### src/bgc_pkg.sv
// Shared types and constants for the button gesture classifier.
// No dependencies; every other file imports this package.
`default_nettype none

package bgc_pkg;

  localparam int TimerBitsDefault = 16;
  localparam int TimeW            = 16;
  localparam int AwakeW           = 17;
  localparam int CfgIdxW          = 2;
  localparam int CfgDataW         = 16;
  localparam int AwakeExtra       = 100;

  typedef enum logic [1:0] {
    ST_PRESSED  = 2'd0,
    ST_RELEASED = 2'd1,
    ST_FALL     = 2'd2,
    ST_RISE     = 2'd3
  } status_t;

  typedef enum logic [2:0] {
    G_NONE         = 3'd0,
    G_SHORT        = 3'd1,
    G_LONG         = 3'd2,
    G_LONG_REL     = 3'd3,
    G_DBL_LONG     = 3'd4,
    G_DBL_LONG_REL = 3'd5
  } gesture_t;

  typedef enum logic [1:0] {
    LED_NONE    = 2'd0,
    LED_STOP    = 2'd1,
    LED_SLOW    = 2'd2,
    LED_FAST    = 2'd3
  } led_t;

  typedef enum logic [CfgIdxW-1:0] {
    REG_MODE       = 2'd0,
    REG_LONG_TIME  = 2'd1,
    REG_DBL_TIME   = 2'd2,
    REG_RST_DIS    = 2'd3
  } cfg_idx_t;

  localparam logic [1:0] MODE_OFF        = 2'd0;
  localparam logic [1:0] MODE_PAIR_SHORT = 2'd1;
  localparam logic [1:0] MODE_PAIR_LONG  = 2'd2;

  localparam logic [TimeW-1:0] LongTimeReset = 16'd5000;
  localparam logic [TimeW-1:0] DblTimeReset  = 16'd2000;

  typedef struct packed {
    logic [1:0]       button_mode;
    logic [TimeW-1:0] long_time_ms;
    logic [TimeW-1:0] double_timeout_ms;
    logic             local_reset_disable;
  } cfg_t;

  typedef struct packed {
    gesture_t          gesture;
    led_t              led_command;
    logic              send_pairing;
    logic              factory_reset;
    logic [AwakeW-1:0] stay_awake_ms;
  } result_t;

endpackage

`default_nettype wire

### src/bgc_if.sv
// Valid/ready channel interfaces for button items and gesture results.
// Depends on bgc_pkg for field widths.
`default_nettype none

interface bgc_in_if import bgc_pkg::*; ();
  logic       valid;
  logic       ready;
  logic [1:0] button_status;
  logic       tick;

  modport source (output valid, button_status, tick, input ready);
  modport sink   (input valid, button_status, tick, output ready);
endinterface

interface bgc_out_if import bgc_pkg::*; ();
  logic              valid;
  logic              ready;
  logic [2:0]        gesture;
  logic [1:0]        led_command;
  logic              send_pairing;
  logic              factory_reset;
  logic [AwakeW-1:0] stay_awake_ms;

  modport source (output valid, gesture, led_command, send_pairing, factory_reset,
                  stay_awake_ms, input ready);
  modport sink   (input valid, gesture, led_command, send_pairing, factory_reset,
                  stay_awake_ms, output ready);
endinterface

`default_nettype wire

### src/bgc_cfg.sv
// Configuration register file for the gesture classifier.
// Depends on bgc_pkg.
`default_nettype none

module bgc_cfg import bgc_pkg::*; (
  input  wire logic                clk,
  input  wire logic                rst,
  input  wire logic                cfg_we,
  input  wire logic [CfgIdxW-1:0]  cfg_index,
  input  wire logic [CfgDataW-1:0] cfg_data,
  output cfg_t                     cfg
);

  always_ff @(posedge clk) begin
    if (rst) begin
      cfg.button_mode         <= MODE_OFF;
      cfg.long_time_ms        <= LongTimeReset;
      cfg.double_timeout_ms   <= DblTimeReset;
      cfg.local_reset_disable <= 1'b0;
    end else if (cfg_we) begin
      case (cfg_idx_t'(cfg_index))
        REG_MODE:      cfg.button_mode         <= cfg_data[1:0];
        REG_LONG_TIME: cfg.long_time_ms        <= cfg_data[TimeW-1:0];
        REG_DBL_TIME:  cfg.double_timeout_ms   <= cfg_data[TimeW-1:0];
        REG_RST_DIS:   cfg.local_reset_disable <= cfg_data[0];
        default: ;
      endcase
    end
  end

endmodule

`default_nettype wire

### src/bgc_core.sv
// Gesture state (flags, countdown timer) and combinational classification.
// Depends on bgc_pkg.
`default_nettype none

module bgc_core import bgc_pkg::*; #(
  parameter int TIMER_BITS = TimerBitsDefault
) (
  input  wire logic       clk,
  input  wire logic       rst,
  input  wire logic       step,
  input  wire logic [1:0] button_status,
  input  wire logic       tick,
  input  wire cfg_t       cfg,
  output result_t         res
);

  localparam int CmpW = (TIMER_BITS > TimeW) ? TIMER_BITS : TimeW;
  localparam logic [CmpW-1:0] TimerMax = CmpW'({TIMER_BITS{1'b1}});

  logic                  armed, was_long, double_pending;
  logic                  armed_next, was_long_next, double_pending_next;
  logic [TIMER_BITS-1:0] timer_remaining, timer_remaining_next;

  gesture_t          gest;
  logic [AwakeW-1:0] awake;
  led_t              led;
  logic              pair, freset;
  status_t           st;

  // Saturate a requested time to what the timer holds.
  function automatic logic [TIMER_BITS-1:0] sat_load(input logic [TimeW-1:0] ms);
    logic [CmpW-1:0] ext;
    ext = CmpW'(ms);
    return (ext > TimerMax) ? TIMER_BITS'(TimerMax) : TIMER_BITS'(ext);
  endfunction

  assign st = status_t'(button_status);

  always_comb begin
    armed_next          = armed;
    was_long_next       = was_long;
    double_pending_next = double_pending;
    timer_remaining_next = timer_remaining;
    gest                = G_NONE;
    awake               = '0;

    if (tick && timer_remaining != '0)
      timer_remaining_next = timer_remaining - 1'b1;

    if (cfg.button_mode != MODE_OFF) begin
      if (st == ST_FALL) begin
        awake                = AwakeW'(cfg.long_time_ms) + AwakeW'(AwakeExtra);
        timer_remaining_next = sat_load(cfg.long_time_ms);
        armed_next           = 1'b1;
      end
      if (armed_next) begin
        if (st == ST_RISE) begin
          awake                = AwakeW'(cfg.double_timeout_ms) + AwakeW'(AwakeExtra);
          timer_remaining_next = sat_load(cfg.double_timeout_ms);
          if (was_long && !double_pending) begin
            double_pending_next = 1'b1;
            was_long_next       = 1'b0;
            gest                = G_LONG_REL;
          end else if (was_long) begin
            gest = G_DBL_LONG_REL;
          end else begin
            gest = G_SHORT;
          end
        end
        if (timer_remaining_next == '0) begin
          if (st == ST_PRESSED) begin
            awake                = AwakeW'(cfg.long_time_ms) + AwakeW'(AwakeExtra);
            timer_remaining_next = sat_load(cfg.long_time_ms);
            if (!was_long) begin
              was_long_next = 1'b1;
              gest          = double_pending ? G_DBL_LONG : G_LONG;
            end
          end else if (st == ST_RELEASED) begin
            armed_next          = 1'b0;
            was_long_next       = 1'b0;
            double_pending_next = 1'b0;
          end
        end
      end
    end
  end

  always_comb begin
    led    = LED_NONE;
    pair   = 1'b0;
    freset = 1'b0;
    case (gest)
      G_SHORT: begin
        led  = LED_STOP;
        pair = (cfg.button_mode == MODE_PAIR_SHORT);
      end
      G_LONG:     led = LED_SLOW;
      G_LONG_REL: pair = (cfg.button_mode == MODE_PAIR_LONG);
      G_DBL_LONG: led = LED_FAST;
      G_DBL_LONG_REL: begin
        if (!cfg.local_reset_disable) begin
          freset = 1'b1;
          led    = LED_STOP;
        end
      end
      default: ;
    endcase
  end

  always_ff @(posedge clk) begin
    if (rst) begin
      armed           <= 1'b0;
      was_long        <= 1'b0;
      double_pending  <= 1'b0;
      timer_remaining <= '0;
    end else if (step) begin
      armed           <= armed_next;
      was_long        <= was_long_next;
      double_pending  <= double_pending_next;
      timer_remaining <= timer_remaining_next;
    end
  end

  assign res.gesture       = gest;
  assign res.led_command   = led;
  assign res.send_pairing  = pair;
  assign res.factory_reset = freset;
  assign res.stay_awake_ms = awake;

endmodule

`default_nettype wire

### src/button_gesture_classifier.sv
// Top level of the button gesture classifier: input stage, core, result stage.
// Depends on bgc_pkg, bgc_if, bgc_cfg and bgc_core.
//
// One button item in, exactly one result out, one item per clock sustained
// while no result is stalled. An item is captured in an input register at
// its accepting edge, classified against the flag and countdown state while
// it is held there and written to a result register once that register is
// empty or being taken. The result register frees itself whenever its
// transaction completes, so the input side keeps accepting while a result is
// being taken; only a stalled result with a full input stage holds ready low.
// Configuration writes are taken on any cycle and are meant to be issued
// while no item is in flight.
`default_nettype none

module button_gesture_classifier import bgc_pkg::*; #(
  parameter int TIMER_BITS = TimerBitsDefault
) (
  input  wire logic                clk,
  input  wire logic                rst,
  bgc_in_if.sink                   button,
  bgc_out_if.source                result,
  input  wire logic                cfg_we,
  input  wire logic [CfgIdxW-1:0]  cfg_index,
  input  wire logic [CfgDataW-1:0] cfg_data
);

  cfg_t       cfg;
  result_t    res;
  logic       s1_valid;
  logic [1:0] s1_status;
  logic       s1_tick;
  logic       s1_go;

  bgc_cfg u_cfg (
    .clk       (clk),
    .rst       (rst),
    .cfg_we    (cfg_we),
    .cfg_index (cfg_index),
    .cfg_data  (cfg_data),
    .cfg       (cfg)
  );

  assign s1_go        = s1_valid && (!result.valid || result.ready);
  assign button.ready = !s1_valid || s1_go;

  always_ff @(posedge clk) begin
    if (rst) begin
      s1_valid <= 1'b0;
    end else if (button.ready) begin
      s1_valid <= button.valid;
    end
  end

  always_ff @(posedge clk) begin
    if (button.valid && button.ready) begin
      s1_status <= button.button_status;
      s1_tick   <= button.tick;
    end
  end

  bgc_core #(.TIMER_BITS(TIMER_BITS)) u_core (
    .clk           (clk),
    .rst           (rst),
    .step          (s1_go),
    .button_status (s1_status),
    .tick          (s1_tick),
    .cfg           (cfg),
    .res           (res)
  );

  always_ff @(posedge clk) begin
    if (rst) begin
      result.valid <= 1'b0;
    end else if (s1_go) begin
      result.valid <= 1'b1;
    end else if (result.ready) begin
      result.valid <= 1'b0;
    end
  end

  always_ff @(posedge clk) begin
    if (s1_go) begin
      result.gesture       <= res.gesture;
      result.led_command   <= res.led_command;
      result.send_pairing  <= res.send_pairing;
      result.factory_reset <= res.factory_reset;
      result.stay_awake_ms <= res.stay_awake_ms;
    end
  end

endmodule

`default_nettype wire

### src/flat_wrapper.sv
// flat-port wrapper written by rule: the top's interface ports become plain ports
module button_gesture_classifier_flat import bgc_pkg::*;
#(
  parameter int TIMER_BITS = TimerBitsDefault
)
  (clk, rst, cfg_we, cfg_index, cfg_data, button_valid, button_button_status, button_tick, button_ready, result_valid, result_gesture, result_led_command, result_send_pairing, result_factory_reset, result_stay_awake_ms, result_ready);
  bgc_in_if button_i ();
  bgc_out_if result_i ();
  input  wire logic clk;
  input  wire logic rst;
  input  wire logic cfg_we;
  input  wire logic [CfgIdxW-1:0] cfg_index;
  input  wire logic [CfgDataW-1:0] cfg_data;
  input wire logic [$bits(button_i.valid)-1:0] button_valid;
  input wire logic [$bits(button_i.button_status)-1:0] button_button_status;
  input wire logic [$bits(button_i.tick)-1:0] button_tick;
  output wire logic [$bits(button_i.ready)-1:0] button_ready;
  output wire logic [$bits(result_i.valid)-1:0] result_valid;
  output wire logic [$bits(result_i.gesture)-1:0] result_gesture;
  output wire logic [$bits(result_i.led_command)-1:0] result_led_command;
  output wire logic [$bits(result_i.send_pairing)-1:0] result_send_pairing;
  output wire logic [$bits(result_i.factory_reset)-1:0] result_factory_reset;
  output wire logic [$bits(result_i.stay_awake_ms)-1:0] result_stay_awake_ms;
  input wire logic [$bits(result_i.ready)-1:0] result_ready;
  assign button_i.valid = button_valid;
  assign button_i.button_status = button_button_status;
  assign button_i.tick = button_tick;
  assign button_ready = button_i.ready;
  assign result_valid = result_i.valid;
  assign result_gesture = result_i.gesture;
  assign result_led_command = result_i.led_command;
  assign result_send_pairing = result_i.send_pairing;
  assign result_factory_reset = result_i.factory_reset;
  assign result_stay_awake_ms = result_i.stay_awake_ms;
  assign result_i.ready = result_ready;
  button_gesture_classifier #(.TIMER_BITS(TIMER_BITS)) u_core (.clk(clk), .rst(rst), .button(button_i), .result(result_i), .cfg_we(cfg_we), .cfg_index(cfg_index), .cfg_data(cfg_data));
endmodule
### config.mk
export PLATFORM = sky130hd
export DESIGN_NAME = button_gesture_classifier_flat
export DESIGN_NICKNAME = d
export VERILOG_FILES = /design/src/bgc_pkg.sv /design/src/bgc_if.sv /design/src/bgc_cfg.sv /design/src/bgc_core.sv /design/src/button_gesture_classifier.sv /design/src/flat_wrapper.sv
export SDC_FILE = /design/constraint.sdc
export NUM_CORES = 1
export LEC_CHECK = 0
export BUFFER_PORTS_ARGS = -buffer_cell sky130_fd_sc_hd__clkbuf_2
export CORE_MARGIN = 2
export CORE_UTILIZATION = 50
export DETAILED_ROUTE_END_ITERATION = 7
export PLACE_DENSITY = 0.69
export SYNTH_ARGS = -nofsm -noshare
export SYNTH_HDL_FRONTEND = slang
export SYNTH_SLANG_ARGS = --single-unit
export TNS_END_PERCENT = 50
### constraint.sdc
create_clock -name clk -period 5.5 [get_ports clk]
set_input_delay 0.275 -clock clk [delete_from_list [all_inputs] [get_ports clk]]
set_output_delay 0.275 -clock clk [all_outputs]
set_load 0.01 [all_outputs]
==> key figures <==
Clocking
  • Post_cts resized: 0
  • Postcts setup bufs: 0
  • TritonCTS buffer count: 9
  • Sink Count: slightly above 80
  • Clk_lat worst skew: 0.38 ns
  • Post-cts hold buffer count: 0
  • Worst-path clk slew: 0.10 ns
  • Root buffer cell: clkbuf_8
  • CTS tree: yes
  • CTS Buffer Depth: 2
  • H-tree Lvls: 3

Timing
  • Worst Skew: between 0.009 and 0.01 ns
  • Max-slew headroom: a little over a quarter
  • Final Max Slew Viols: 0
  • RSZ-0062 raised after global routing: false
  • Worst-margin pin slew: ~1.1 ns
  • Final-report setup violation count: 0
  • Period utilization: between 70 and 80%
  • Final hold violation count: 0
  • Setup TNS: 0 ns
  • Worst hold slack: 0.0630 ns
  • Minimum clock period: 4.11 ns
  • Maximum clock rate: 243 MHz

Run status
  • Outcome: finished clean

Cells and area
  • ANT cells: 0
  • Layout cells sized above 1: approximately 15%
  • Final Net Count: between 600 and 700
  • Commonest non-fill, non-tap cell in the layout: nand2_1
  • Post-layout instance area: around 5600 um^2
  • Commonest cells after routing, fill and taps aside: nand2_1 (106), dfxtp_1 (56), a21oi_1 (53)
  • Syn-to-layout area delta: 9.33%

Global route
  • First-pass GRT wire length: approximately 25000 um
  • Congestion Overflow GR: 0
  • GR Util All Layers: 29.2%
  • Largest net degree at the start of global routing: approximately 40
  • Initial antenna violation count: 0
  • Vias in the first global route: roughly 4600

Logic synthesis
  • Post-Syn Area: slightly above 5000 um^2
  • Sequential area share after synthesis: a little under two fifths
  • Async SR Flop Fraction: 0%
  • Post-Syn Instances: 636
  • Netlist cell types: between 60 and 70
  • Post-synth EDFFs: 27
  • Mapped Nets: approximately 670
  • Syn Area/Cell: between 8 and 9 um^2
  • Ys flop type: dfxtp_1
  • Yosys warns: 0
  • #FFs+latches synth: just over 80

Detailed routing
  • Pre-antenna DRT Iters: 6
  • Routed wire length: 16100 um
  • DRT antenna net count: 0
  • Avg Vias per Cell: approximately 6.4
  • Vias: just over 5000
  • Drt wl/cell: 20.1 um
  • Post-route DRC: 0
  • Initial DRC Count: between 400 and 500

Worst setup path
  • Critical path class: register to register
  • Reg-to-reg startpoint: u_core.u_core.timer_remaining[0]
  • Reg2Reg Depth: 9
  • CP endpoint kind: register
  • Register-to-register setup slack: 1.39 ns
  • CP max FO: 17
  • Crit Reg-Reg Endpoint: u_core.result.stay_awake_ms[7]
  • Crit path to: u_core.result.stay_awake_ms[7]
  • Critical Path Start: u_core.u_core.timer_remaining[0]
  • Worst EP arrival: 4.30 ns
  • Req. time, crit path: ~5.7 ns
  • CP Launch Type: register

Pwr
  • PwrDens: about 260 nW/um^2
  • Max IR drop VDD: roughly 0.14 mV
  • Tot Pwr: approximately 1.4 mW
  • Leak Pwr: ~2.0 nW

Floorplanning
  • Die Height: roughly 110 um
  • Row count: 37
  • Die Area: 11100 um^2
  • Initial Utilization: about half
  • IO Pins: 52
  • Chip Width: 105 um
  • Core area: a little over 10000 um^2

Placement
  • Cell Area, Placed: 5430 um^2
  • DP HPWL: ~12000 um
  • Placer Congestion: just under 1
  • Port Buffers: about 50

Run
  • # Max-Cap Violations: 0

Worst hold path
  • Worst hold-check path type: input port to register
  • Hold Path Depth: 1
## sequential cells by signal, summed over array words and instances, names as in the netlist
name / count
u_core.u_core.double_pending: 1
u_core.result.factory_reset: 1
u_core.u_cfg.cfg: 35
u_core.result.send_pairing: 1
u_core.u_core.timer_remaining: 16
u_core.u_core.was_long: 1
u_core.u_core.armed: 1
u_core.s1_status: 2
u_core.result.stay_awake_ms: 17
u_core.result.led_command: 2
u_core.s1_tick: 1
u_core.result.valid: 1
u_core.s1_valid: 1
u_core.result.gesture: 3
## power by group
part | switching, mW | internal, mW | total, mW
Combinational | 0.190 | 0.109 | 0.299
Sequential | 0.0367 | 0.654 | 0.691
Clock | 0.277 | 0.181 | 0.458
## per-layer routing
metal | part of all wire (%) | wire [um] | global-route usage [%] | vias to the layer above
met2 | 45 | 7280 | 45.3 | 252
met5 | 0 | 0 | 0 | -
met4 | 3.5 | 562 | 11.5 | 0
li1 | - | - | - | 2388
met3 | 9.2 | 1470 | 4.70 | 55
met1 | 42 | 6740 | 40.8 | 2403
## critical path, cell delays in order, from the launching register on
cell,delay (ns)
dfxtp_1,0.38
inv_1,0.12
ha_1,0.40
or3b_2,0.59
nor4_2,0.48
nor3_1,0.14
o31ai_2,0.30
and4_1,0.66
a31oi_2,0.43
o32ai_1,0.42
## metrics by stage
step | setup slack (ns) | instances | utilization [%]
final | 1.39 | 797 | 55.5
after global routing | 1.06 | 797 | 55.5
after CTS | 1.47 | 797 | 55.5
after detailed placement | 1.52 | 781 | 53.5
after global placement | 1.66 | 781 | 53.5
after floorplan | 2.28 | 636 | -
## logic make-up (layout without fill, tap and decap cells)
kind of cell | count (synthesis) | count (layout) | share of synthesized area, %
AOI/OAI and AO/OA | 161 | 161 | 21.2
xor gates and xnor gates | 31 | 31 | 5.27
adders and majority gates | 3 | 3 | 0.729
buffers and inverters | 61 | 86 | 4.91
DFF | 83 | 83 | 37.5
muxes | 15 | 15 | 2.96
and+or+nand+nor | 282 | 282 | 27.4
## layout make-up
cell class / count / area (um^2)
inverter: 11 / 41.3
clock buffer: 9 / 124
timing repair buffer: 59 / 315
clock inverter: 7 / 76.3
tap: 136 / 170
sequential: 83 / 1930
fill: 981 / 4510
multi-input combinational: 492 / 2970
## how the worst min path moves through the flow
stage | start | end
2_1_floorplan | button_button_status[0] | u_core.s1_status[0]
3_3_place_gp | button_tick | u_core.s1_tick
3_5_place_dp | button_button_status[1] | u_core.s1_status[1]
4_1_cts | button_button_status[1] | u_core.s1_status[1]
5_1_grt | button_tick | u_core.s1_tick
6_report | button_tick | u_core.s1_tick
## Yosys cell counts (10+ instances only)
| cell type | instances | area, um^2 |
|---|---|---|
| a21oi_1 | 53 | 265 |
| a31oi_1 | 13 | 81.3 |
| buf_2 | 10 | 50.1 |
| clkbuf_1 | 38 | 143 |
| dfxtp_1 | 56 | 1120 |
| edfxtp_1 | 27 | 811 |
| mux2i_1 | 13 | 130 |
| nand2_1 | 106 | 398 |
| nand3_1 | 22 | 110 |
| nand4_1 | 23 | 144 |
| nor2_1 | 46 | 173 |
| nor3_1 | 12 | 60.1 |
| o21ai_0 | 27 | 135 |
| o32ai_1 | 13 | 114 |
| xnor2_1 | 14 | 123 |
| xor2_1 | 17 | 149 |
(Power assumes the default switching activity.)
